[config.mk]
export PLATFORM = sky130hd
export DESIGN_NAME = jtag_ir_dr_shift_master
export DESIGN_NICKNAME = d
export VERILOG_FILES = /design/src/sv/jids_pkg.sv /design/src/sv/jtag_ir_dr_shift_master.sv /design/src/sv/jids_seq.sv
export SDC_FILE = /design/constraint.sdc
export NUM_CORES = 1
export LEC_CHECK = 0
export BUFFER_PORTS_ARGS = -buffer_cell sky130_fd_sc_hd__buf_2
export CAP_MARGIN = 0
export CORE_ASPECT_RATIO = 1.75
export CORE_MARGIN = 3
export CORE_UTILIZATION = 45
export CTS_CLUSTER_DIAMETER = 200
export DETAILED_ROUTE_END_ITERATION = 10
export HOLD_SLACK_MARGIN = 0.12
export PLACE_DENSITY_LB_ADDON = 0.25
export SKIP_CTS_REPAIR_TIMING = 1
export SYNTH_ARGS = -nofsm -noshare
export SYNTH_HDL_FRONTEND = slang
export SYNTH_SLANG_ARGS = --single-unit
export TNS_END_PERCENT = 5
[constraint.sdc]
create_clock -name clock -period 3.64 [get_ports clock]
set_input_delay 0.546 -clock clock [delete_from_list [all_inputs] [get_ports clock]]
set_output_delay 0.546 -clock clock [all_outputs]
set_load 0.05 [all_outputs]
[src/sv/jids_pkg.sv]
package jids_pkg;

   localparam int DATA_W      = 16;
   localparam int REQ_TDATA_W = 24;
   localparam int RSP_TDATA_W = 24;
   localparam int KIND_W      = 2;

   // command kinds carried on req_tuser
   localparam logic [KIND_W-1:0] KIND_IR   = 2'd0;
   localparam logic [KIND_W-1:0] KIND_DR   = 2'd1;
   localparam logic [KIND_W-1:0] KIND_TICK = 2'd2;

   // tdi level outside the shifted bits
   localparam logic TDI_IDLE = 1'b1;

   typedef enum logic [2:0] {
      MODE_IDLE = 3'b001,
      MODE_IR   = 3'b010,
      MODE_DR   = 3'b100
   } mode_type;

   typedef struct packed {
      logic              accepted;
      logic              tck_pulse;
      logic              tms;
      logic              tdi;
      logic              done_res;
      logic [DATA_W-1:0] captured;
   } result_type;

endpackage

[src/sv/jtag_ir_dr_shift_master.sv]
// JTAG shift master from Run-Test/Idle: a start item (req_tuser 0 for an
// IR_BITS instruction, 1 for a DR_BITS data word) loads the word, and each
// following tick item (req_tuser 2) yields one TCK pulse with its TMS and TDI
// levels while the TDO level sent with that tick is captured. An instruction
// shift takes IR_BITS+6 ticks, a data shift DR_BITS+5; the item carrying the
// final pulse has rsp_tlast set and the captured word. Every item, refused or
// idle ones included, gives exactly one result item. The block takes one item
// per clock while results are taken: one input register, then the TAP
// sequencer and the result register; an item is held in the input register
// and its result in the result register. A stalled result holds the sequencer
// and leaves room for one more item in the input register.
module jtag_ir_dr_shift_master #(
   parameter int IR_BITS = 8,
   parameter int DR_BITS = 16
) (
   input  logic                                clock,
   input  logic                                reset,
   input  logic                                req_tvalid,
   output logic                                req_tready,
   input  logic [jids_pkg::REQ_TDATA_W-1:0]    req_tdata,  // data[15:0], tdo[16], zero pad
   input  logic [jids_pkg::KIND_W-1:0]         req_tuser,  // kind[1:0]
   output logic                                rsp_tvalid,
   input  logic                                rsp_tready,
   output logic [jids_pkg::RSP_TDATA_W-1:0]    rsp_tdata,  // accepted[0], tck_pulse[1],
                                                          // tms[2], tdi[3], captured[19:4],
                                                          // zero pad
   output logic                                rsp_tlast   // done_res
);
   import jids_pkg::*;

   logic                in_valid_ff;
   logic [KIND_W-1:0]   kind_ff;
   logic [DATA_W-1:0]   data_ff;
   logic                tdo_ff;

   logic                out_valid_ff;
   result_type          res_ff;
   result_type          res_in;

   logic                step_en;

   assign step_en    = in_valid_ff && (!out_valid_ff || rsp_tready);
   assign req_tready = !in_valid_ff || step_en;

   always_ff @(posedge clock) begin
      if (reset) begin
         in_valid_ff <= 1'b0;
      end else if (req_tready) begin
         in_valid_ff <= req_tvalid;
      end
   end

   always_ff @(posedge clock) begin
      if (req_tready && req_tvalid) begin
         kind_ff <= req_tuser;
         data_ff <= req_tdata[DATA_W-1:0];
         tdo_ff  <= req_tdata[DATA_W];
      end
   end

   jids_seq #(
      .IR_BITS(IR_BITS),
      .DR_BITS(DR_BITS)
   ) u_seq (
      .clock   (clock),
      .reset   (reset),
      .step_en (step_en),
      .kind    (kind_ff),
      .data    (data_ff),
      .tdo     (tdo_ff),
      .result  (res_in)
   );

   always_ff @(posedge clock) begin
      if (reset) begin
         out_valid_ff <= 1'b0;
      end else if (step_en) begin
         out_valid_ff <= 1'b1;
      end else if (rsp_tready) begin
         out_valid_ff <= 1'b0;
      end
   end

   always_ff @(posedge clock) begin
      if (step_en) begin
         res_ff <= res_in;
      end
   end

   assign rsp_tvalid = out_valid_ff;
   assign rsp_tlast  = res_ff.done_res;
   assign rsp_tdata  = {(RSP_TDATA_W - DATA_W - 4)'(0), res_ff.captured, res_ff.tdi,
                        res_ff.tms, res_ff.tck_pulse, res_ff.accepted};

endmodule

[src/sv/jids_seq.sv]
module jids_seq #(
   parameter int IR_BITS = 8,
   parameter int DR_BITS = 16
) (
   input  logic                          clock,
   input  logic                          reset,
   input  logic                          step_en,
   input  logic [jids_pkg::KIND_W-1:0]   kind,
   input  logic [jids_pkg::DATA_W-1:0]   data,
   input  logic                          tdo,
   output jids_pkg::result_type          result
);
   import jids_pkg::*;

   localparam int MAX_TOTAL = (IR_BITS + 6 > DR_BITS + 5) ? IR_BITS + 6 : DR_BITS + 5;
   localparam int CNT_W0    = $clog2(MAX_TOTAL + 1);
   localparam int CNT_W     = (CNT_W0 > 5) ? CNT_W0 : 5;

   localparam logic [CNT_W-1:0] PRE_IR = CNT_W'(4);
   localparam logic [CNT_W-1:0] PRE_DR = CNT_W'(3);
   localparam logic [CNT_W-1:0] IR_N   = CNT_W'(IR_BITS);
   localparam logic [CNT_W-1:0] DR_N   = CNT_W'(DR_BITS);
   localparam logic [CNT_W-1:0] ONE    = CNT_W'(1);
   localparam logic [CNT_W-1:0] TWO    = CNT_W'(2);
   localparam logic [CNT_W-1:0] WORD_N = CNT_W'(DATA_W);

   mode_type            mode_ff, mode_in;
   logic [CNT_W-1:0]    count_ff, count_in;
   logic [DATA_W-1:0]   shift_ff, shift_in;
   logic [DATA_W-1:0]   cap_ff, cap_in;

   logic                is_ir;
   logic [CNT_W-1:0]    pre;
   logic [CNT_W-1:0]    nbits;
   logic [CNT_W-1:0]    k;
   logic [CNT_W-1:0]    pos;
   logic [CNT_W-1:0]    src;

   always_comb begin
      mode_in  = mode_ff;
      count_in = count_ff;
      shift_in = shift_ff;
      cap_in   = cap_ff;
      result   = '0;
      result.tdi = TDI_IDLE;

      is_ir = (mode_ff == MODE_IR);
      pre   = is_ir ? PRE_IR : PRE_DR;
      nbits = is_ir ? IR_N : DR_N;
      k     = count_ff - pre;
      pos   = nbits - ONE - k;
      // instruction goes out lsb first, data msb first; capture always lands at pos
      src   = is_ir ? k : pos;

      if (step_en) begin
         unique case (kind) inside
            KIND_IR, KIND_DR: begin
               if (mode_ff == MODE_IDLE) begin
                  mode_in  = (kind == KIND_IR) ? MODE_IR : MODE_DR;
                  count_in = '0;
                  shift_in = data;
                  cap_in   = '0;
                  result.accepted = 1'b1;
               end
            end
            KIND_TICK: begin
               if (mode_ff != MODE_IDLE) begin
                  result.tck_pulse = 1'b1;
                  if (count_ff < pre) begin
                     result.tms = is_ir ? (count_ff < TWO) : (count_ff == '0);
                  end else if (count_ff < pre + nbits) begin
                     result.tms = (k == nbits - ONE);
                     // bits beyond the loaded word go out as zero
                     if (src < WORD_N) begin
                        result.tdi = shift_ff[src[3:0]];
                     end else begin
                        result.tdi = 1'b0;
                     end
                     if (tdo && (pos < WORD_N)) begin
                        cap_in[pos[3:0]] = 1'b1;
                     end
                  end else begin
                     result.tms = (count_ff == pre + nbits);
                  end
                  count_in = count_ff + ONE;
                  if (count_in >= pre + nbits + TWO) begin
                     result.done_res = 1'b1;
                     result.captured = cap_in;
                     mode_in  = MODE_IDLE;
                     count_in = '0;
                  end
               end
            end
            default: begin
            end
         endcase
      end
   end

   always_ff @(posedge clock) begin
      if (reset) begin
         mode_ff  <= MODE_IDLE;
         count_ff <= '0;
         shift_ff <= '0;
         cap_ff   <= '0;
      end else begin
         mode_ff  <= mode_in;
         count_ff <= count_in;
         shift_ff <= shift_in;
         cap_ff   <= cap_in;
      end
   end

endmodule

# Yosys cells after proc, flatten, opt, wreduce, memory -nomap -nowiden
# Cells that the tools add are included.
[word_totals]
inputBits = 30
ff_bits = 82
[classes]
n_bitwise = 4
n_reduce_logical = 19
n_eq_ne = 10
add_sub_neg = 6
muxes = 33
magnitude_cmp = 9
[op_table]
columns = ["op", "count"]
rows = [
  ["two-way mux 16 bit", 5],
  ["case mux 16 bit (2 select lines)", 1],
  ["two-way mux 5 bit", 5],
  ["two-way mux 20 bit", 1],
  ["two-way mux 17 bit", 1],
  ["bitwise OR 16 bit", 1],
  ["two-way mux 3 bit", 5],
  ["two-way mux 1 bit", 11],
  ["equality test 5 bit", 2],
  ["less-than comparator 4 x 5 -> 1 bit (second input constant)", 2],
  ["less-than comparator 5 bit", 2],
  ["less-than comparator 5 bit (second input constant)", 2],
  ["case mux 5 bit (2 select lines)", 1],
  ["subtractor 5 bit", 2],
  ["case mux 3 bit (2 select lines)", 1],
  ["AND reduction 3 bit", 2],
  ["adder 5 x 1 -> 5 bit (second input constant)", 1],
  ["adder 5 x 2 -> 5 bit (second input constant)", 1],
  ["adder 5 bit", 1],
  [">= comparator 5 bit", 1],
  ["logical NOT 5 bit", 1],
  ["less-than comparator 5 x 2 -> 1 bit (second input constant)", 1],
  ["AND reduction 5 bit", 1],
  ["subtractor 5 x 1 -> 5 bit (second input constant)", 1],
  ["20 further kinds", 29],
]

# Longest topological paths before layout
# Gate-level depths: netlist of run 1.
[depth]
depth_word = 14
depth_mapped = 13
depth_no_buf = 10

# Cells and area by module
# A second synthesis of run 1 with hierarchy kept.
[hier_totals]
cells_unflattened = 376
area_unflattened_um2 = 3802.4
[modules_own_cells]
columns = ["mod", "cells_per_inst", "area_per_inst_um2", "instances"]
rows = [
  ["jids_seq", 321, 2463.6, 1],
  ["jtag_ir_dr_shift_master", 55, 1338.8, 1],
]

# Least setup slack after synthesis of run 1
# OpenSTA, ideal clock, no wires.
[synth_path]
path_kind = "register -> register"
start = "register u_seq.mode_ff[0]"
end = "register res_ff (netlist bit rsp_tdata[16]), data pin"
stages_incl_launch_ff = 14
period_less_slack_ns = 3.257
setup_slack_ns = 0.383
n_path_buf = 3
arrival_ns = 3.000
setup_ns = 0.257
cell_sequence = "dfxtp_1 -> or3b_1 -> buf_6 -> ha_1 -> and3b_1 -> a311oi_4 -> xor2_1 -> ha_1 -> clkbuf_1 -> nand2b_1 -> nor2_1 -> and3_1 -> buf_2 -> a32o_1"
[synth_between]
elab_chain_cells = 12
[synth_lines]
columns = ["element", "line", "rtl"]
rows = [
  ["start, declared", "jids_seq.sv:27", "mode_type mode_ff, mode_in;"],
  ["start signal, assigned", "jids_seq.sv:107", "mode_ff <= mode_in;"],
  ["equality test 3 x 2 -> 1 bit", "jids_seq.sv:47", "is_ir = (mode_ff == MODE_IR);"],
  ["two-way mux 3 bit / two-way mux 5 bit (equally long branches)", "jids_seq.sv:48, jids_seq.sv:49", ""],
  ["subtractor 5 bit / subtractor 5 x 1 -> 5 bit (equally long branches)", "jids_seq.sv:50, jids_seq.sv:51", ""],
  ["subtractor 5 bit", "jids_seq.sv:51", "pos = nbits - ONE - k;"],
  ["less-than comparator 4 x 5 -> 1 bit (implied by the code) / >= comparator 4 x 1 -> 1 bit (equally long branches)", "jids_seq.sv:80", "cap_in[pos[3:0]] = 1'b1;"],
  ["logical AND 1 bit (implied by the code)", "jids_seq.sv:80", ""],
  ["two-way mux 1 bit (implied by the code)", "jids_seq.sv:80", ""],
  ["demux 1 bit (select 4 bit)", "n/a", ""],
  ["bitwise OR 16 bit (no line)", "n/a", ""],
  ["two-way mux 16 bit", "jids_seq.sv:79", "if (tdo && (pos < WORD_N)) begin"],
  ["two-way mux 16 bit", "jids_seq.sv:71", "end else if (count_ff < pre + nbits) begin"],
  ["two-way mux 16 bit", "jids_seq.sv:69", "if (count_ff < pre) begin"],
  ["end signal, assigned", "jtag_ir_dr_shift_master.sv:86", "res_ff <= res_in;"],
  ["end, declared", "jtag_ir_dr_shift_master.sv:37", "result_type res_ff;"],
]
# Parallel ways exist; a longest one is shown, timed or not.
# A chain may end at the register's enable or synchronous reset.

# Worst setup path in the final report of run 1
[layout_path]
start = "register u_seq.mode_ff[1]"
end = "register res_ff (netlist bit rsp_tdata[17]), data pin"
# The elaborated chain is that of the path after synthesis.

==> results.txt, run 1 <==
The routability congestion estimate from global placement came out at ~0.87. In the synthesized netlist, the cells that appear most often are sky130_fd_sc_hd__nand2_1, sky130_fd_sc_hd__dfxtp_1, sky130_fd_sc_hd__edfxtp_1, sky130_fd_sc_hd__nor2_1, sky130_fd_sc_hd__a21oi_1. The slowest stage of the critical path belongs to the cell sky130_fd_sc_hd__ha_1.

The cell family with the largest share of critical-path delay is simple AND/OR/NAND/NOR gates. OpenSTA, run right after detailed placement, puts the worst setup slack at 0.395 ns. The first global-routing pass estimated about 13000 microns of wire.

TritonCTS built the clock tree. The starting density of the core came out at 0.462. The power per cell area came out at 456 nW/um^2. Based on the critical path, the design can be clocked at up to 0.307 GHz. The async set or reset register ratio after synthesis came out at 0. The cell area after synthesis is 3840 sq um. The number of different library cells used by synthesis comes to 57.

Synthesis inferred a little over 80 register bits. The final-layout fill cell count is 747. The layout cell share with drive strength beyond 1 came out at 0.220. The routed layout has approximately 2800 vias. The average instance area after synthesis is 10.6 sq um. Walking the worst path, the cells encountered are or3b_1 > ha_1 > and3b_1 > a311oi_4 > xor2_1 > ha_1 > nand2b_1 > nor2_1 > and3_1 > a32o_1. The net count of the finished layout is 444. The cell taking the most area after synthesis is sky130_fd_sc_hd__edfxtp_1. The data arrival time of the worst path is 3.35 ns. The via count of the first global-routing pass came out at between 2000 and 3000.

In the final timing run, aggregate negative setup slack is 0 ns. The first-pass detailed-route iteration total is 4. The wire length after detailed routing came out at approximately 7700 microns.

The number of clock buffers inserted by TritonCTS came out at 9. The fraction of the mapped netlist area in adder cells is 0.0293. The portion of netlist area occupied by mux cells is 0.0221.

STA classifies the critical path startpoint as a register. Setup repair after global routing left no endpoint under its margin. The filler-free cell count of the finished design came out at roughly 530. The multi-input logic area came out at ~1600 sq um. Clock-pin slew was measured on the worst setup and hold paths at approximately 0.060 ns.

Ranked by total cell area, the synthesized netlist is headed by sky130_fd_sc_hd__edfxtp_1, sky130_fd_sc_hd__dfxtp_1, sky130_fd_sc_hd__nand2_1. Summed over all layers, the global routing overflow is 0. For this run, the number of Yosys warnings is 0.

The area growth from synthesis to layout is 15.6%. In this run, the number of DRC markers left after iteration 0 of detailed routing was 232. sky130_fd_sc_hd__nand2_1 is the most common cell in the netlist. The worst stage delay on the critical path is around 0.48 ns.

The height of the chip came out at 128 microns. For this run, the leading register cell type out of synthesis is sky130_fd_sc_hd__dfxtp_1. The number of buffers on the longest clock path came out at 2.

The relative slew slack came out at 0.456. 57 I/O pins were placed. Across the VDD grid, the largest voltage drop is around 0.28 mV. Across the run, the number of max-cap violations was 0.

The area fraction in compound gates after synthesis was 0.161. STA puts the critical path data required time at 3.73 ns. The initial antenna violation count is 0. The routed wirelength normalized by instance count is ~15 microns.

Detailed placement ended at an HPWL of 5700 microns. After detailed routing, the number of vias per cell comes to ~5.4. The number of hold violations in the final report is 0. Of the total synthesized cell area, the portion taken by AND, OR, NAND and NOR gates is 0.179.

The share of the Yosys chip area taken by registers is 0.531. After technology mapping, the gate count stands at 362. The overall global routing resource usage came out at 0.177. The cell that appears most often on the critical path is sky130_fd_sc_hd__ha_1.

The sequential power share is 0.499. The clock drives 82 sinks. The number of antenna cells inserted is 0.

For the pin with the worst max-slew slack, the measured transition is 0.815 ns. Of the total power, the clock network draws 0.435. STA classifies the critical path endpoint as a register. The area of the die is 9730 sq um. The count of flip-flops with a built-in enable after synthesis came out at 40.

The combinational cell fraction of total power is 0.066. The area after detailed placement is about 4200 sq um. The count of buffers inserted at the top-level ports is 45. The area share of the largest cell type after synthesis is 0.313. The worst path meets setup with 0.384 ns of slack.

The worst min-delay path category is in -> reg. The overall power of the completed layout is roughly 2.0 mW. Subtracting the final worst setup slack from the clock period gives 3.26 ns.

The worst-case hold slack came out at around 0.38 ns. The part of the cycle the worst path needs came out at 0.895. The core outline area came out at 8310 sq um. The critical path contains buffers and inverters numbering 0 combined. The register cell area after layout came out at 2040 sq um.

Of the total power, the share spent switching nets is 0.220. The final antenna-violating net count is 0. The top fanout value on the critical path is 9. The end-of-flow core utilization is 0.535. The number of placed instances with taps included came out at 509. Of the total synthesized cell area, the portion taken by XOR and XNOR cells is 0.0273.

The post-route standard cell area excluding fillers is about 4400 sq um. The pin count of the biggest net entering global routing is 29. The leakage power summed over all cells came out at between 1.5 and 2 nW.

The H-tree generated during clock tree synthesis spans 3 levels. For this run, design rule violations remaining after detail routing come to 0. The final number of max-transition violations was 0. The width of the chip is 75.9 microns.

Clock tree synthesis selected as its root buffer the cell sky130_fd_sc_hd__clkbuf_16. The internal power contribution came out at 1.58 mW. The worst clock skew is 0.00755 ns.

For flop-to-flop paths, the worst setup slack is 0.38 ns. After floorplanning, the core was divided into between 40 and 50 placement rows. The clock network latency to the later pin of the worst-skew pair is 0.34 ns. The critical path is of the reg -> reg type. The flow ran to the end, and the final reports show no timing, DRC or antenna violations.

The net switching power came out at 446 uW. The dominant combinational cell family by area after synthesis is simple AND/OR/NAND/NOR gates. The number of setup violations in the final report is 0.
-- path summary, 6_finish.rpt --
path,startpoint,cells after the start,end
worst max-delay path,u_seq.mode_ff[1]$_SDFFE_PP0P_,10,rsp_tdata[17]$_SDFFCE_PN0P_
worst min-delay path,req_tdata[1],1,data_ff[1]$_DFFE_PP_
worst max register to register,u_seq.mode_ff[1]$_SDFFE_PP0P_,10,rsp_tdata[17]$_SDFFCE_PN0P_
worst min register to register,u_seq.shift_ff[15]$_SDFFE_PP0P_,2,u_seq.shift_ff[15]$_SDFFE_PP0P_
-- per-layer routing --
metal / track usage / share of wire
met1: 0.180 / 0.36
met2: 0.326 / 0.57
met3: 0.0330 / 0.035
met4: 0.0875 / 0.028
met5: 0 / 0
-- cells by family after synthesis --
logic type | Yosys count
xor gates and xnor gates | 12
other | 1
buffers and inverters | 34
DFF | 82
adders and majority gates | 9
AOI/OAI and AO/OA | 81
muxes | 8
and+or+nand+nor | 135
-- cell type report --
| class | count | share of cell area |
|---|---|---|
| clock inverter | 3 | 0.00901 |
| multi-input combinational | 249 | 0.367 |
| clock buffer | 13 | 0.0563 |
| sequential | 82 | 0.459 |
| tap | 115 | 0.0324 |
| inverter | 8 | 0.00845 |
| timing repair buffer | 55 | 0.0676 |
-- sequential cells by signal, summed over array words and instances (netlist names), 2 cells and up --
| register | count |
|---|---|
| u_seq.cap_ff | 16 |
| u_seq.count_ff | 5 |
| data_ff | 16 |
| u_seq.shift_ff | 16 |
| rsp_tdata | 20 |
| u_seq.mode_ff | 3 |
| kind_ff | 2 |
-- power groups by stage --
| stage | Sequential, mW | Clock, mW | Combinational, mW |
|---|---|---|---|
| floorplan | 1.07 | 0 | 0.0594 |
| global placement | 1.03 | 0 | 0.133 |
| detailed placement | 1.03 | 0 | 0.135 |
| CTS | 1.01 | 0.899 | 0.136 |
| global route | 1.02 | 0.931 | 0.146 |
| finish | 1.01 | 0.882 | 0.134 |
-- placed cells by master, fill, tap and decap left out, drive strengths merged, types with 3 or more instances in the layout --
cell type and n:
nor3 10, dfxtp 42, nand4 3, edfxtp 40, clkbuf 13, a21oi 27, a31oi 3, xor2 6
conb 4, a32o 8, o21ai 11, nor2 32, xnor2 6, buf 55, nand3 5, inv 8
mux2i 4, a41oi 8, o31ai 3, mux2 4, ha 9, or3 4, nand2 53, and3 3
a22o 13, nand2b 7
-- worst register-to-register path, cell delays in order (launching register included) --
cell,delay (ns)
sky130_fd_sc_hd__dfxtp_1,0.37
sky130_fd_sc_hd__or3b_1,0.40
sky130_fd_sc_hd__ha_1,0.30
sky130_fd_sc_hd__and3b_1,0.20
sky130_fd_sc_hd__a311oi_4,0.38
sky130_fd_sc_hd__xor2_1,0.12
sky130_fd_sc_hd__ha_1,0.48
sky130_fd_sc_hd__nand2b_1,0.18
sky130_fd_sc_hd__nor2_1,0.04
sky130_fd_sc_hd__and3_1,0.28
sky130_fd_sc_hd__a32o_1,0.27
Power figures use the tool's default switching activity.
==> run 2: changes to the inputs <==
CAP_MARGIN = 20   (was 0)
CTS_BUF_LIST = sky130_fd_sc_hd__clkbuf_4   (was not set)
==> run 2 against run 1 <==
Compared with the run above: clock power down 41%; hold slack worse by 0.11 ns; highest routed layer unchanged; critical path type unchanged; critical path depth unchanged; maximum frequency down 0.42%; largest cell class unchanged; via count down 0.35%; flip-flop and latch count unchanged.
==> results.txt, run 2 (synthesized netlist as in run 1, its figures left out) <==
The run finished with clean final reports. The final antenna-violating net count is 0. The worst setup path is of the reg -> reg kind.

Entering global routing, the biggest net connects 29 pins. The launch point of the worst reg-to-reg path is u_seq.mode_ff[1]$_SDFFE_PP0P_. The leakage power summed over all cells came out at 1.55 nW. The internal reg-to-reg setup slack came out at 0.37 ns.

The global-route wire length before repair came out at 12900 microns. Across every metal layer, demand over resource in global routing totals 0.176. The area growth from synthesis to layout is 11.6%. The top fanout value on the critical path came out at 9. Across the run, the number of max-cap violations was 0.

The HPWL after detailed placement is 5700 microns. The via count of the first global-routing pass is 2782. In the layout the commonest cells are sky130_fd_sc_hd__nand2_1, sky130_fd_sc_hd__buf_2, sky130_fd_sc_hd__dfxtp_1. The part of the cycle the worst path needs is 0.898. The number of flip-flops in the largest register came out at 20.

In this run the worst setup path begins at u_seq.mode_ff[1]$_SDFFE_PP0P_. Setup repair after global routing left no endpoint under its margin. The per-cell via count in the routed design is between 5 and 6. The remaining design rule violation count is 0. The number of H-tree branching levels is 3.

The count of cells along the worst hold path came out at 1. The clock-pin transition on the worst setup and hold timing paths came out at ~0.13 ns. The first-pass detailed-route iteration total came out at 4.

The final number of max-transition violations is 0. The wire length after detailed routing came out at around 7600 microns. The number of clock buffers inserted by TritonCTS came out at 9. After the last flow step, the layout net total stands at 444. The worst hold path belongs to the class in -> reg.

The power per cell area came out at roughly 400 nW/um^2. The count of buffers inserted at the top-level ports is 45. The kind of capture point of the worst setup path is a register. The data arrival time of the worst path is 3.48 ns. In this run the deepest clock path goes through 2 buffers. The CTS tree is yes. Derived from the worst setup path, the maximum achievable clock frequency is about 0.31 GHz.

The width of the chip came out at approximately 76 microns. The final-layout fill cell count came out at 767. In this design, the critical path's most frequently occurring cell is sky130_fd_sc_hd__ha_1. After floorplanning, the core was divided into 44 placement rows.

The worst vdd rail ir drop is 0.263 mV. The minimum period implied by the final worst setup slack came out at 3.27 ns. The core outline area came out at 8310 sq um. The initial antenna violation count is 0. The number of hold violations in the final report is 0.

The number of antenna cells inserted came out at 0. The setup total negative slack is 0 ns. Global routing finished with a remaining overflow of 0. Setup violations remaining at the end of the flow were counted as 0. The clock root buffer master is sky130_fd_sc_hd__clkbuf_4. The slowest stage of the critical path belongs to the cell sky130_fd_sc_hd__ha_1. The area of the die is 9730 sq um. The relative slew slack is 0.460. Between clock sinks in the finished design, the worst skew comes to about 0.019 ns. The reg-to-reg critical path endpoint is rsp_tdata[18]$_SDFFCE_PN0P_. Dividing the detail-routed wire length by the instance count gives 14.5 microns. Following the worst setup path forward leads to its endpoint at rsp_tdata[18]$_SDFFCE_PN0P_. The iteration-0 DRC count of the detailed router is 171. The detailed router placed 2815 vias in this run. STA classifies the critical path startpoint as a register. The number of placed I/O pins is 57. In this run the cell area measured after placement is 4150 sq um. The most common cell after layout, fill and taps aside is sky130_fd_sc_hd__nand2_1. Routability-driven placement finished with a final weighted congestion of between 0.8 and 0.9. The clock net in this run drives a total of 82 sinks. The layout cell share with drive strength beyond 1 came out at 0.224. At the later pin of the worst-skew pair, clock insertion delay measures 0.44 ns. In this run the vertical extent of the chip is 128 microns. At the pin with the least slew margin, the transition time is around 0.81 ns. The required arrival time at the worst endpoint came out at roughly 3.9 ns.

The depth of the worst register-to-register path is 10. The starting density of the core came out at 0.462. The worst stage delay on the critical path came out at 0.48 ns. The post-route standard cell area excluding fillers came out at 4290 sq um. The signal on the critical path passes through or3b_1 > ha_1 > and3b_1 > a311oi_4 > xor2_1 > ha_1 > nand2b_1 > nor2_1 > and3_1 > a32o_1.
-- run 2: changes by cell type in the layout (fill, tap and decap cells not counted) --
cell and change:
sky130_fd_sc_hd__clkbuf_1 -3, sky130_fd_sc_hd__clkbuf_4 +12, sky130_fd_sc_hd__clkbuf_8 -1, sky130_fd_sc_hd__clkbuf_16 -9
sky130_fd_sc_hd__clkinv_1 +1
-- run 2: worst min path at each step --
| stage | start | end |
|---|---|---|
| final | req_tuser[1] | kind_ff[1]$_DFFE_PP_ |
| after global placement | u_seq.cap_ff[4]$_SDFFE_PP0P_ | u_seq.cap_ff[4]$_SDFFE_PP0P_ |
| after floorplan | u_seq.cap_ff[4]$_SDFFE_PP0P_ | u_seq.cap_ff[4]$_SDFFE_PP0P_ |
| after detailed placement | u_seq.shift_ff[7]$_SDFFE_PP0P_ | u_seq.shift_ff[7]$_SDFFE_PP0P_ |
| after CTS | req_tuser[1] | kind_ff[1]$_DFFE_PP_ |
| after global routing | req_tuser[1] | kind_ff[1]$_DFFE_PP_ |
-- run 2: metal layers --
layer,GRT usage,vias to the layer above,wire length [microns]
met1,0.178,1309,2720
met2,0.325,79,4350
met5,0,-,0
met3,0.0400,20,328
li1,-,1407,-
met4,0.0783,0,229
-- run 2: per-stage QoR --
step	utilization	hold slack (ns)	std cells	worst slack [ns]	power [mW]
4_1_cts	0.516	0.246	525	0.354	1.68
3_5_place_dp	0.500	0.448	509	0.395	1.17
5_1_grt	0.516	0.233	525	0.217	1.73
6_report	0.516	0.273	525	0.370	1.67
3_3_place_gp	0.500	0.438	509	0.428	1.16
2_1_floorplan	-	0.426	365	0.383	1.13
-- run 2: area by class of cell --
type                       instances  area [sq um]  share of cell area
sequential                        82          2040               0.476
timing repair buffer              55           300              0.0700
multi-input combinational        249          1630               0.380
clock inverter                     4          43.8              0.0102
inverter                           8          37.5             0.00875
tap                              115           144              0.0336
clock buffer                      12          90.1              0.0210
-- run 2: where the power goes --
group / internal [mW] / total (mW) / switching [mW]
registers: 1.00 / 1.01 / 0.0107
clock network: 0.229 / 0.523 / 0.294
logic: 0.0332 / 0.134 / 0.100
-- run 2: critical path: cells and delay by family, from the launching register on --
family                     cells  cell delay, ns
adders and majority gates      2            0.78
xor gates and xnor gates       1            0.12
AOI/OAI and AO/OA              2            0.64
and+or+nand+nor                5            1.10
DFF                            1            0.40
